### src/hw/rtl/flk_pkg.sv
package flk_pkg;

    localparam int MAX_REQUESTERS = 8;
    localparam int REQ_W          = $clog2(MAX_REQUESTERS);
    localparam int LVL_W          = 4;
    localparam int TC_W           = 4;

    typedef logic signed [LVL_W-1:0] t_level;
    typedef logic [REQ_W-1:0]        t_req;
    typedef logic [TC_W-1:0]         t_count;

    localparam t_level IDLE_LEVEL = -4'sd1;
    localparam t_level NO_VICTIM  = -4'sd1;

    localparam logic ACT_STEP    = 1'b0;
    localparam logic ACT_RELEASE = 1'b1;

    localparam t_count TC_MIN   = 4'd2;
    localparam t_count TC_MAX   = 4'd8;
    localparam t_count TC_RESET = 4'd8;

    typedef struct packed {
        logic load;
        logic commit;
    } t_cmd;

endpackage

### src/hw/rtl/flk_if.sv
interface flk_event_if;
    import flk_pkg::*;
    logic valid;
    logic ready;
    logic action;
    t_req requester;
    modport source (output valid, output action, output requester, input ready);
    modport sink   (input valid, input action, input requester, output ready);
endinterface

interface flk_result_if;
    import flk_pkg::*;
    logic   valid;
    logic   ready;
    t_req   who;
    logic   granted;
    logic   blocked;
    t_level cur_level;
    logic   rejected;
    modport source (output valid, output who, output granted, output blocked,
                    output cur_level, output rejected, input ready);
    modport sink   (input valid, input who, input granted, input blocked,
                    input cur_level, input rejected, output ready);
endinterface

interface flk_cfg_if;
    import flk_pkg::*;
    logic   valid;
    logic   ready;
    t_count data;
    modport source (output valid, output data, input ready);
    modport sink   (input valid, input data, output ready);
endinterface

### src/hw/rtl/filter_lock_arbiter_unit.sv
// Filter lock arbiter: one result transaction per event transaction.
// The event is captured on acceptance, evaluated in S_EVAL, and the result
// registered on commit; no new event is accepted until that commit, and
// the evaluate state waits while the output register still holds a result.
// Reset (synchronous, active low): all requesters idle, no victims, nobody in
// the section, thread_count 8; the block accepts events in the next cycle.
module filter_lock_arbiter_unit
    import flk_pkg::*;
(
    input  logic   i_clk,
    input  logic   i_rst_n,
    flk_event_if.sink    i_event,
    flk_cfg_if.sink      i_cfg,
    flk_result_if.source o_result
);

    t_cmd cmd;

    // Configuration writes land in the count register, clamped to 2..8. The user
    // must write only while the block is idle; not enforced, as ready is always high.
    assign i_cfg.ready = 1'b1;

    // Sequence each event: accept, evaluate against the level table, commit
    // state and the result register together.
    flk_ctrl u_ctrl (
        .i_clk       (i_clk),
        .i_rst_n     (i_rst_n),
        .i_in_valid  (i_event.valid),
        .o_in_ready  (i_event.ready),
        .o_out_valid (o_result.valid),
        .i_out_ready (o_result.ready),
        .o_cmd       (cmd)
    );

    // Hold levels, victims and section flags; run the victim conflict check
    // as a parallel compare over all requesters below the thread count.
    flk_datapath u_dp (
        .i_clk       (i_clk),
        .i_rst_n     (i_rst_n),
        .i_cmd       (cmd),
        .i_action    (i_event.action),
        .i_requester (i_event.requester),
        .i_cfg_write (i_cfg.valid),
        .i_cfg_data  (i_cfg.data),
        .o_who       (o_result.who),
        .o_granted   (o_result.granted),
        .o_blocked   (o_result.blocked),
        .o_cur_level (o_result.cur_level),
        .o_rejected  (o_result.rejected)
    );

endmodule

### src/hw/rtl/flk_ctrl.sv
module flk_ctrl
    import flk_pkg::*;
(
    input  logic i_clk,
    input  logic i_rst_n,
    input  logic i_in_valid,
    output logic o_in_ready,
    output logic o_out_valid,
    input  logic i_out_ready,
    output t_cmd o_cmd
);

    typedef enum logic {
        S_IDLE,
        S_EVAL
    } t_state;

    t_state r_state;
    logic   r_out_valid;

    assign o_in_ready   = (r_state == S_IDLE);
    assign o_out_valid  = r_out_valid;
    assign o_cmd.load   = (r_state == S_IDLE) && i_in_valid;
    assign o_cmd.commit = (r_state == S_EVAL) && (!r_out_valid || i_out_ready);

    always_ff @(posedge i_clk) begin
        if (!i_rst_n) begin
            r_state     <= S_IDLE;
            r_out_valid <= 1'b0;
        end else begin
            if (i_out_ready) begin
                r_out_valid <= 1'b0;
            end
            unique case (r_state)
                S_IDLE: begin
                    if (i_in_valid) begin
                        r_state <= S_EVAL;
                    end
                end
                S_EVAL: begin
                    if (o_cmd.commit) begin
                        r_out_valid <= 1'b1;
                        r_state     <= S_IDLE;
                    end
                end
                default: r_state <= S_IDLE;
            endcase
        end
    end

    a_no_overlap: assert property (@(posedge i_clk) disable iff (!i_rst_n)
        !(o_cmd.load && o_cmd.commit))
        else $error("load and commit in the same cycle");

    a_commit_shows: assert property (@(posedge i_clk) disable iff (!i_rst_n)
        o_cmd.commit |=> r_out_valid)
        else $error("committed result not presented");

    a_load_stalls: assert property (@(posedge i_clk) disable iff (!i_rst_n)
        o_cmd.load |=> !o_in_ready)
        else $error("input accepted while an event is in evaluation");

endmodule

### src/hw/rtl/flk_datapath.sv
module flk_datapath
    import flk_pkg::*;
(
    input  logic   i_clk,
    input  logic   i_rst_n,
    input  t_cmd   i_cmd,
    input  logic   i_action,
    input  t_req   i_requester,
    input  logic   i_cfg_write,
    input  t_count i_cfg_data,
    output t_req   o_who,
    output logic   o_granted,
    output logic   o_blocked,
    output t_level o_cur_level,
    output logic   o_rejected
);

    t_level r_req_level    [MAX_REQUESTERS];
    t_level r_level_victim [MAX_REQUESTERS];
    logic [MAX_REQUESTERS-1:0] r_in_section;
    t_count r_thread_count;

    logic   r_action;
    t_req   r_who;

    t_req   r_out_who;
    logic   r_out_granted;
    logic   r_out_blocked;
    t_level r_out_level;
    logic   r_out_rejected;

    logic   rejected;
    t_level cur;
    t_level top;
    logic   in_sec;
    logic   victim_match;
    logic   other_high;
    logic   conflict;
    logic   climb;
    t_req   cur_idx;
    t_req   next_idx;
    t_level n_level;
    logic   n_granted;
    logic   n_blocked;

    assign rejected     = ({1'b0, r_who} >= r_thread_count);
    assign cur          = r_req_level[r_who];
    assign in_sec       = r_in_section[r_who];
    assign top          = t_level'(r_thread_count - 4'd2);
    assign cur_idx      = cur[REQ_W-1:0];
    assign next_idx     = REQ_W'(cur_idx + 1'b1);
    assign victim_match = (r_level_victim[cur_idx] == t_level'({1'b0, r_who}));
    assign conflict     = !cur[LVL_W-1] && victim_match && other_high;
    assign climb        = (cur < top);

    always_comb begin
        other_high = 1'b0;
        for (int i = 0; i < MAX_REQUESTERS; i++) begin
            if ((TC_W'(i) < r_thread_count) && (REQ_W'(i) != r_who) &&
                (r_req_level[i] >= cur)) begin
                other_high = 1'b1;
            end
        end
    end

    always_comb begin
        n_level   = IDLE_LEVEL;
        n_granted = 1'b0;
        n_blocked = 1'b0;
        priority if (rejected) begin
            n_level = IDLE_LEVEL;
        end else if (r_action == ACT_RELEASE) begin
            n_level = IDLE_LEVEL;
        end else if (in_sec) begin
            n_granted = 1'b1;
            n_level   = cur;
        end else if (cur[LVL_W-1]) begin
            n_level = '0;
        end else if (conflict) begin
            n_blocked = 1'b1;
            n_level   = cur;
        end else if (climb) begin
            n_level = t_level'(cur + 4'sd1);
        end else begin
            n_granted = 1'b1;
            n_level   = cur;
        end
    end

    always_ff @(posedge i_clk) begin
        if (!i_rst_n) begin
            for (int i = 0; i < MAX_REQUESTERS; i++) begin
                r_req_level[i]    <= IDLE_LEVEL;
                r_level_victim[i] <= NO_VICTIM;
            end
            r_in_section   <= '0;
            r_thread_count <= TC_RESET;
        end else begin
            if (i_cfg_write) begin
                priority if (i_cfg_data < TC_MIN) begin
                    r_thread_count <= TC_MIN;
                end else if (i_cfg_data > TC_MAX) begin
                    r_thread_count <= TC_MAX;
                end else begin
                    r_thread_count <= i_cfg_data;
                end
            end
            if (i_cmd.commit && !rejected) begin
                priority if (r_action == ACT_RELEASE) begin
                    r_req_level[r_who]  <= IDLE_LEVEL;
                    r_in_section[r_who] <= 1'b0;
                end else if (in_sec) begin
                    r_in_section[r_who] <= 1'b1;
                end else if (cur[LVL_W-1]) begin
                    r_req_level[r_who] <= '0;
                    r_level_victim[0]  <= t_level'({1'b0, r_who});
                end else if (conflict) begin
                    r_req_level[r_who] <= cur;
                end else if (climb) begin
                    r_req_level[r_who]       <= t_level'(cur + 4'sd1);
                    r_level_victim[next_idx] <= t_level'({1'b0, r_who});
                end else begin
                    r_in_section[r_who] <= 1'b1;
                end
            end
        end
    end

    always_ff @(posedge i_clk) begin
        if (i_cmd.load) begin
            r_action <= i_action;
            r_who    <= i_requester;
        end
        if (i_cmd.commit) begin
            r_out_who      <= r_who;
            r_out_granted  <= n_granted;
            r_out_blocked  <= n_blocked;
            r_out_level    <= n_level;
            r_out_rejected <= rejected;
        end
    end

    assign o_who       = r_out_who;
    assign o_granted   = r_out_granted;
    assign o_blocked   = r_out_blocked;
    assign o_cur_level = r_out_level;
    assign o_rejected  = r_out_rejected;

endmodule

### src/flat_wrapper.sv
// flat-port wrapper written by rule: the top's interface ports become plain ports
module filter_lock_arbiter_unit_flat import flk_pkg::*;
  (i_clk, i_rst_n, i_event_valid, i_event_action, i_event_requester, i_event_ready, i_cfg_valid, i_cfg_data, i_cfg_ready, o_result_valid, o_result_who, o_result_granted, o_result_blocked, o_result_cur_level, o_result_rejected, o_result_ready);
  flk_event_if i_event_i ();
  flk_cfg_if i_cfg_i ();
  flk_result_if o_result_i ();
  input  logic i_clk;
  input  logic i_rst_n;
  input wire logic [$bits(i_event_i.valid)-1:0] i_event_valid;
  input wire logic [$bits(i_event_i.action)-1:0] i_event_action;
  input wire logic [$bits(i_event_i.requester)-1:0] i_event_requester;
  output wire logic [$bits(i_event_i.ready)-1:0] i_event_ready;
  input wire logic [$bits(i_cfg_i.valid)-1:0] i_cfg_valid;
  input wire logic [$bits(i_cfg_i.data)-1:0] i_cfg_data;
  output wire logic [$bits(i_cfg_i.ready)-1:0] i_cfg_ready;
  output wire logic [$bits(o_result_i.valid)-1:0] o_result_valid;
  output wire logic [$bits(o_result_i.who)-1:0] o_result_who;
  output wire logic [$bits(o_result_i.granted)-1:0] o_result_granted;
  output wire logic [$bits(o_result_i.blocked)-1:0] o_result_blocked;
  output wire logic [$bits(o_result_i.cur_level)-1:0] o_result_cur_level;
  output wire logic [$bits(o_result_i.rejected)-1:0] o_result_rejected;
  input wire logic [$bits(o_result_i.ready)-1:0] o_result_ready;
  assign i_event_i.valid = i_event_valid;
  assign i_event_i.action = i_event_action;
  assign i_event_i.requester = i_event_requester;
  assign i_event_ready = i_event_i.ready;
  assign i_cfg_i.valid = i_cfg_valid;
  assign i_cfg_i.data = i_cfg_data;
  assign i_cfg_ready = i_cfg_i.ready;
  assign o_result_valid = o_result_i.valid;
  assign o_result_who = o_result_i.who;
  assign o_result_granted = o_result_i.granted;
  assign o_result_blocked = o_result_i.blocked;
  assign o_result_cur_level = o_result_i.cur_level;
  assign o_result_rejected = o_result_i.rejected;
  assign o_result_i.ready = o_result_ready;
  filter_lock_arbiter_unit u_core (.i_clk(i_clk), .i_rst_n(i_rst_n), .i_event(i_event_i), .i_cfg(i_cfg_i), .o_result(o_result_i));
endmodule
### config.mk
export PLATFORM = sky130hd
export DESIGN_NAME = filter_lock_arbiter_unit_flat
export DESIGN_NICKNAME = d
export VERILOG_FILES = /design/src/hw/rtl/flk_pkg.sv /design/src/hw/rtl/flk_if.sv /design/src/hw/rtl/filter_lock_arbiter_unit.sv /design/src/hw/rtl/flk_ctrl.sv /design/src/hw/rtl/flk_datapath.sv /design/src/flat_wrapper.sv
export SDC_FILE = /design/constraint.sdc
export NUM_CORES = 1
export LEC_CHECK = 0
export BUFFER_PORTS_ARGS = -buffer_cell sky130_fd_sc_hd__buf_2
export CORE_MARGIN = 2
export CORE_UTILIZATION = 30
export DETAILED_ROUTE_END_ITERATION = 7
export PLACE_DENSITY = 0.54
export RECOVER_POWER = 25
export SETUP_SLACK_MARGIN = 0.3
export SYNTH_ARGS = -nofsm -noshare
export SYNTH_HDL_FRONTEND = slang
export SYNTH_SLANG_ARGS = --single-unit
### constraint.sdc
create_clock -name i_clk -period 13.9 [get_ports i_clk]
set_input_delay 2.78 -clock i_clk [delete_from_list [all_inputs] [get_ports i_clk]]
set_output_delay 2.78 -clock i_clk [all_outputs]
set_load 0.005 [all_outputs]
==> results.txt <==
----------------------------------------------------
[Detailed routing]
  Via density ... 5.53
  Total via count in the routed design ... 4173
  # DRC ... 0
  First-pass iteration count of the detailed router ... 5
  Remaining antenna violation count ... 0
  Detailed router's first-iteration violation count ... 341
  Final wirelength ... 15.1 mm
  Post-detailed-route wirelength per cell ... 20.0 um

[Finish]
  Antenna fix cells ... 0
  Layout-stage area growth over the synthesis result ... 9.53%
  Most frequent cells in the layout ... edfxtp_1, ha_1, nand2_1, o21ai_0, inv_1
  Leading cell type in the layout, fill and taps excluded ... edfxtp_1
  Total Nets Final ... 569
  Share of post-route cells with drive strength above 1 ... 14.6%
  Layout filler cell count ... 1835

[Setup path]
  Kind of cell adding the most delay to the critical path ... buffers and inverters
  End point of the critical path ... u_core.u_dp.r_level_victim[2][2]$_DFFE_PP_
  Signal arrival time at the worst endpoint ... 6.81 ns
  Crit-path max cell delay ... 1.15 ns
  Worst R2R Path Depth ... 13
  Slack of the worst reg-to-reg path ... 7.92 ns
  Buffers and inverters on the worst path ... 2
  Launching instance or port of the critical path ... i_rst_n
  Cell type of the slowest stage on the worst timing path ... clkbuf_1
  Kind of capture point of the worst setup path ... flop
  Depth of the critical timing path with buffers and inverters included ... 5
  List of cells traversed by the critical path ... clkbuf_1 -> inv_1 -> or3_1 -> nor3_2 -> a21o_1
  Maximum fanout along the worst path ... 40
  Data required time at the worst endpoint ... 13.95 ns
  Worst Path Class, Setup ... primary input to flop
  FF-to-FF End ... u_core.u_dp.r_req_level[5][1]$_SDFFCE_PN1P_
  Critical path startpoint category ... primary input

[Power and ir drop]
  Proportion of power drawn by flip-flops and latches ... 49.6%
  Pleak ... 0.00210 uW
  VDD IR-drop max ... 60.3 uV
  Switching Fraction ... 25.3%
  Power dissipated by switching net loads ... 167 uW
  Power Density ... 105 nW/um^2
  Combinational fraction of design power ... 11.3%
  Share of power burned in the clock network ... 39.1%
  Internal portion of total power ... 492 uW

[Clock network]
  # hold bufs at CTS ... 0
  Maximum clock insertion buffer count ... 2
  CTS sink cnt ... 95
  Clk root buf ... clkbuf_16
  Postcts setup bufs ... 0
  TritonCTS clock tree ... yes
  Clock buffers created by TritonCTS ... 9
  Count of instances resized after the clock tree is built ... 0
  Worst-skew pair later-pin latency ... 0.35 ns
  Number of levels the H-tree was split into ... 3
  Clock transition at the registers of the reported paths ... 0.06 ns

[Yosys]
  Post-synth ARST share ... 0%
  Simple-gate share of the synthesized area ... 9.97%
  Synth Area in Compound Gates ... 20.4%
  Unique masters post-synth ... 65
  Synthesized netlist cell count ... 504
  Synthesized flop and latch total ... 95
  Post-Syn Nets ... 558
  Post-synthesis share of cell area spent on full adders, half adders and majority gates ... 8.97%
  Sequential area share after synthesis ... 45.5%
  Count of flip-flops with a built-in enable after synthesis ... 70
  Dominant combinational cell family by area after synthesis ... compound AO/OA/AOI/OAI gates
  Warnings, synthesis ... 0
  Most frequently used flop master after synthesis ... edfxtp_1
  Multiplexer share of the synthesized area ... 9.21%
  Xor and xnor area share after synthesis ... 0.590%
  Average footprint of a synthesized cell ... 11.4 um^2
  Netlist Area Pre-Place ... 5720 um^2

[STA]
  Setup clock skew after layout ... 0.00769 ns
  Minimum period implied by the final worst setup slack ... 6.75 ns
  Transition time at the pin with the least slew margin ... 1.63 ns
  Maximum operating frequency ... 0.148 GHz
  Setup Viol. Count Final ... 0
  Relative max-transition margin ... -8.37%
  Final number of hold-violating endpoints ... 0
  Setup repair after global routing missed its margin ... no
  Fin Setup TNS ... 0 ns
  Part of the cycle the worst path needs ... 48.6%
  Hold Worst Slack ... 0.476 ns
  Slew Viols, Final ... 41

[Die]
  IO Count ... 26
  Starting utilization of the core area ... 30.6%
  Count of standard-cell rows ... 50
  Die Span Y ... 142 um
  Die Width ... 142 um
  Standard cell core area ... 18700 um^2
  Die area ... 20200 um^2

[GRT]
  Maximum number of pins on one net before global-route repair ... 41
  First-pass GRT wire length ... 23.2 mm
  Total routing resource utilization after global routing ... 15.2%
  Overflow left after global routing ... 0
  Vias in the first global route ... 4137
  Initial antenna violation count ... 0

[Place]
  Final HPWL DP ... 10.7 mm
  Routability congestion estimate from global placement ... 0.865
  PortBufs ... 24

[Run status]
  Failing checks ... capacitance limit, slew limit
  Result of the run ... finished with violations

[Job]
  Max_cap viols ... 1

[Min path]
  Tightest Hold Check Type ... flop to flop

----------------------------------------------------
stage by stage:
| step | setup WS, ns | util [%] | instances | area [um^2] | power [uW] |
|---|---|---|---|---|---|
| 4_1_cts | 8.14 | 33.7 | 754 | 6300 | 660 |
| 6_report | 7.15 | 33.5 | 754 | 6270 | 659 |
| 5_1_grt | 6.82 | 33.5 | 754 | 6270 | 679 |
| 3_3_place_gp | 7.91 | 32.0 | 738 | 5990 | 406 |
| 2_1_floorplan | 8.79 | - | 504 | 5720 | 384 |
| 3_5_place_dp | 7.77 | 32.0 | 738 | 5990 | 407 |
cells in the mapped netlist (all sizes together), types with 2 or more instances:
cell	count	area, um^2
a211oi	10	75.1
a31oi	8	50.1
nor2	29	126
o21a	2	15.0
ha	41	513
o221a	8	90.1
a21oi	9	45.0
o21ai	42	210
a21boi	10	75.1
a22oi	9	67.6
o41ai	4	35.0
nor2b	2	12.5
or3	4	25.0
a2bb2oi	4	35.0
o22a	3	26.3
o22ai	3	32.5
a31o	9	78.8
inv	36	138
nand2b	18	113
or4	2	15.0
o311ai	2	35.0
dfxtp	25	500
nand2	37	141
mux4	9	203
edfxtp	70	2100
o31ai	8	111
a21o	6	45.0
o221ai	5	43.8
buf	12	110
clkbuf	14	52.6
nand3	11	55.1
o31a	2	17.5
o211ai	4	43.8
mux2i	27	324
xnor2	2	25.0
and2	3	18.8
nor3	3	20.0
and3	4	30.0
layout make-up:
| type | count | area (um^2) | share of cell area [%] |
|---|---|---|---|
| multi-input cells | 346 | 2800 | 44.7 |
| repair buffers | 26 | 119 | 1.90 |
| well taps | 234 | 293 | 4.67 |
| clock buffers | 11 | 254 | 4.05 |
| inverters | 37 | 141 | 2.26 |
| flip-flops and latches | 95 | 2600 | 41.5 |
| clock inverters | 5 | 55.1 | 0.878 |
how the worst min path moves through the flow:
| stage | from | endpoint | slack (ns) | cells past startpoint |
|---|---|---|---|---|
| 3_5_place_dp | u_core.u_dp.r_level_victim[1][3]$_SDFFE_PP0N_ | u_core.u_dp.r_level_victim[1][3]$_SDFFE_PP0N_ | 0.46 | 1 |
| 2_1_floorplan | u_core.u_dp.r_level_victim[0][3]$_SDFFE_PP0N_ | u_core.u_dp.r_level_victim[0][3]$_SDFFE_PP0N_ | 0.43 | 1 |
| 3_3_place_gp | u_core.u_dp.r_level_victim[4][3]$_SDFFE_PP0N_ | u_core.u_dp.r_level_victim[4][3]$_SDFFE_PP0N_ | 0.46 | 1 |
| 5_1_grt | u_core.u_dp.r_level_victim[6][3]$_SDFFE_PP0N_ | u_core.u_dp.r_level_victim[6][3]$_SDFFE_PP0N_ | 0.49 | 1 |
| 6_report | u_core.u_dp.r_level_victim[1][3]$_SDFFE_PP0N_ | u_core.u_dp.r_level_victim[1][3]$_SDFFE_PP0N_ | 0.48 | 1 |
| 4_1_cts | u_core.u_dp.r_level_victim[1][3]$_SDFFE_PP0N_ | u_core.u_dp.r_level_victim[1][3]$_SDFFE_PP0N_ | 0.48 | 1 |
layer usage:
metal	track usage (%)	wire length, um	up-vias
met5	0	0	-
met4	6.05	413	0
met3	2.96	880	30
met2	24.2	6860	155
met1	20.4	6940	2053
li1	-	-	1935
cell families after synthesis:
group,Yosys count
AO/OA/AOI/OAI,150
AND/OR/NAND/NOR,115
flip-flops,95
buffers and inverters,63
adder cells (fa/ha/maj),41
multiplexers,36
XOR/XNOR,3
other,1
power by group through the flow:
stage	sequential, uW	clock (uW)	combinational [uW]
2_1_floorplan	324	0	59.7
3_3_place_gp	333	0	72.6
3_5_place_dp	333	0	74.6
4_1_cts	327	259	75.1
5_1_grt	328	270	81.6
6_report	327	258	74.7
Note: power is estimated with default switching activity, not from simulation.
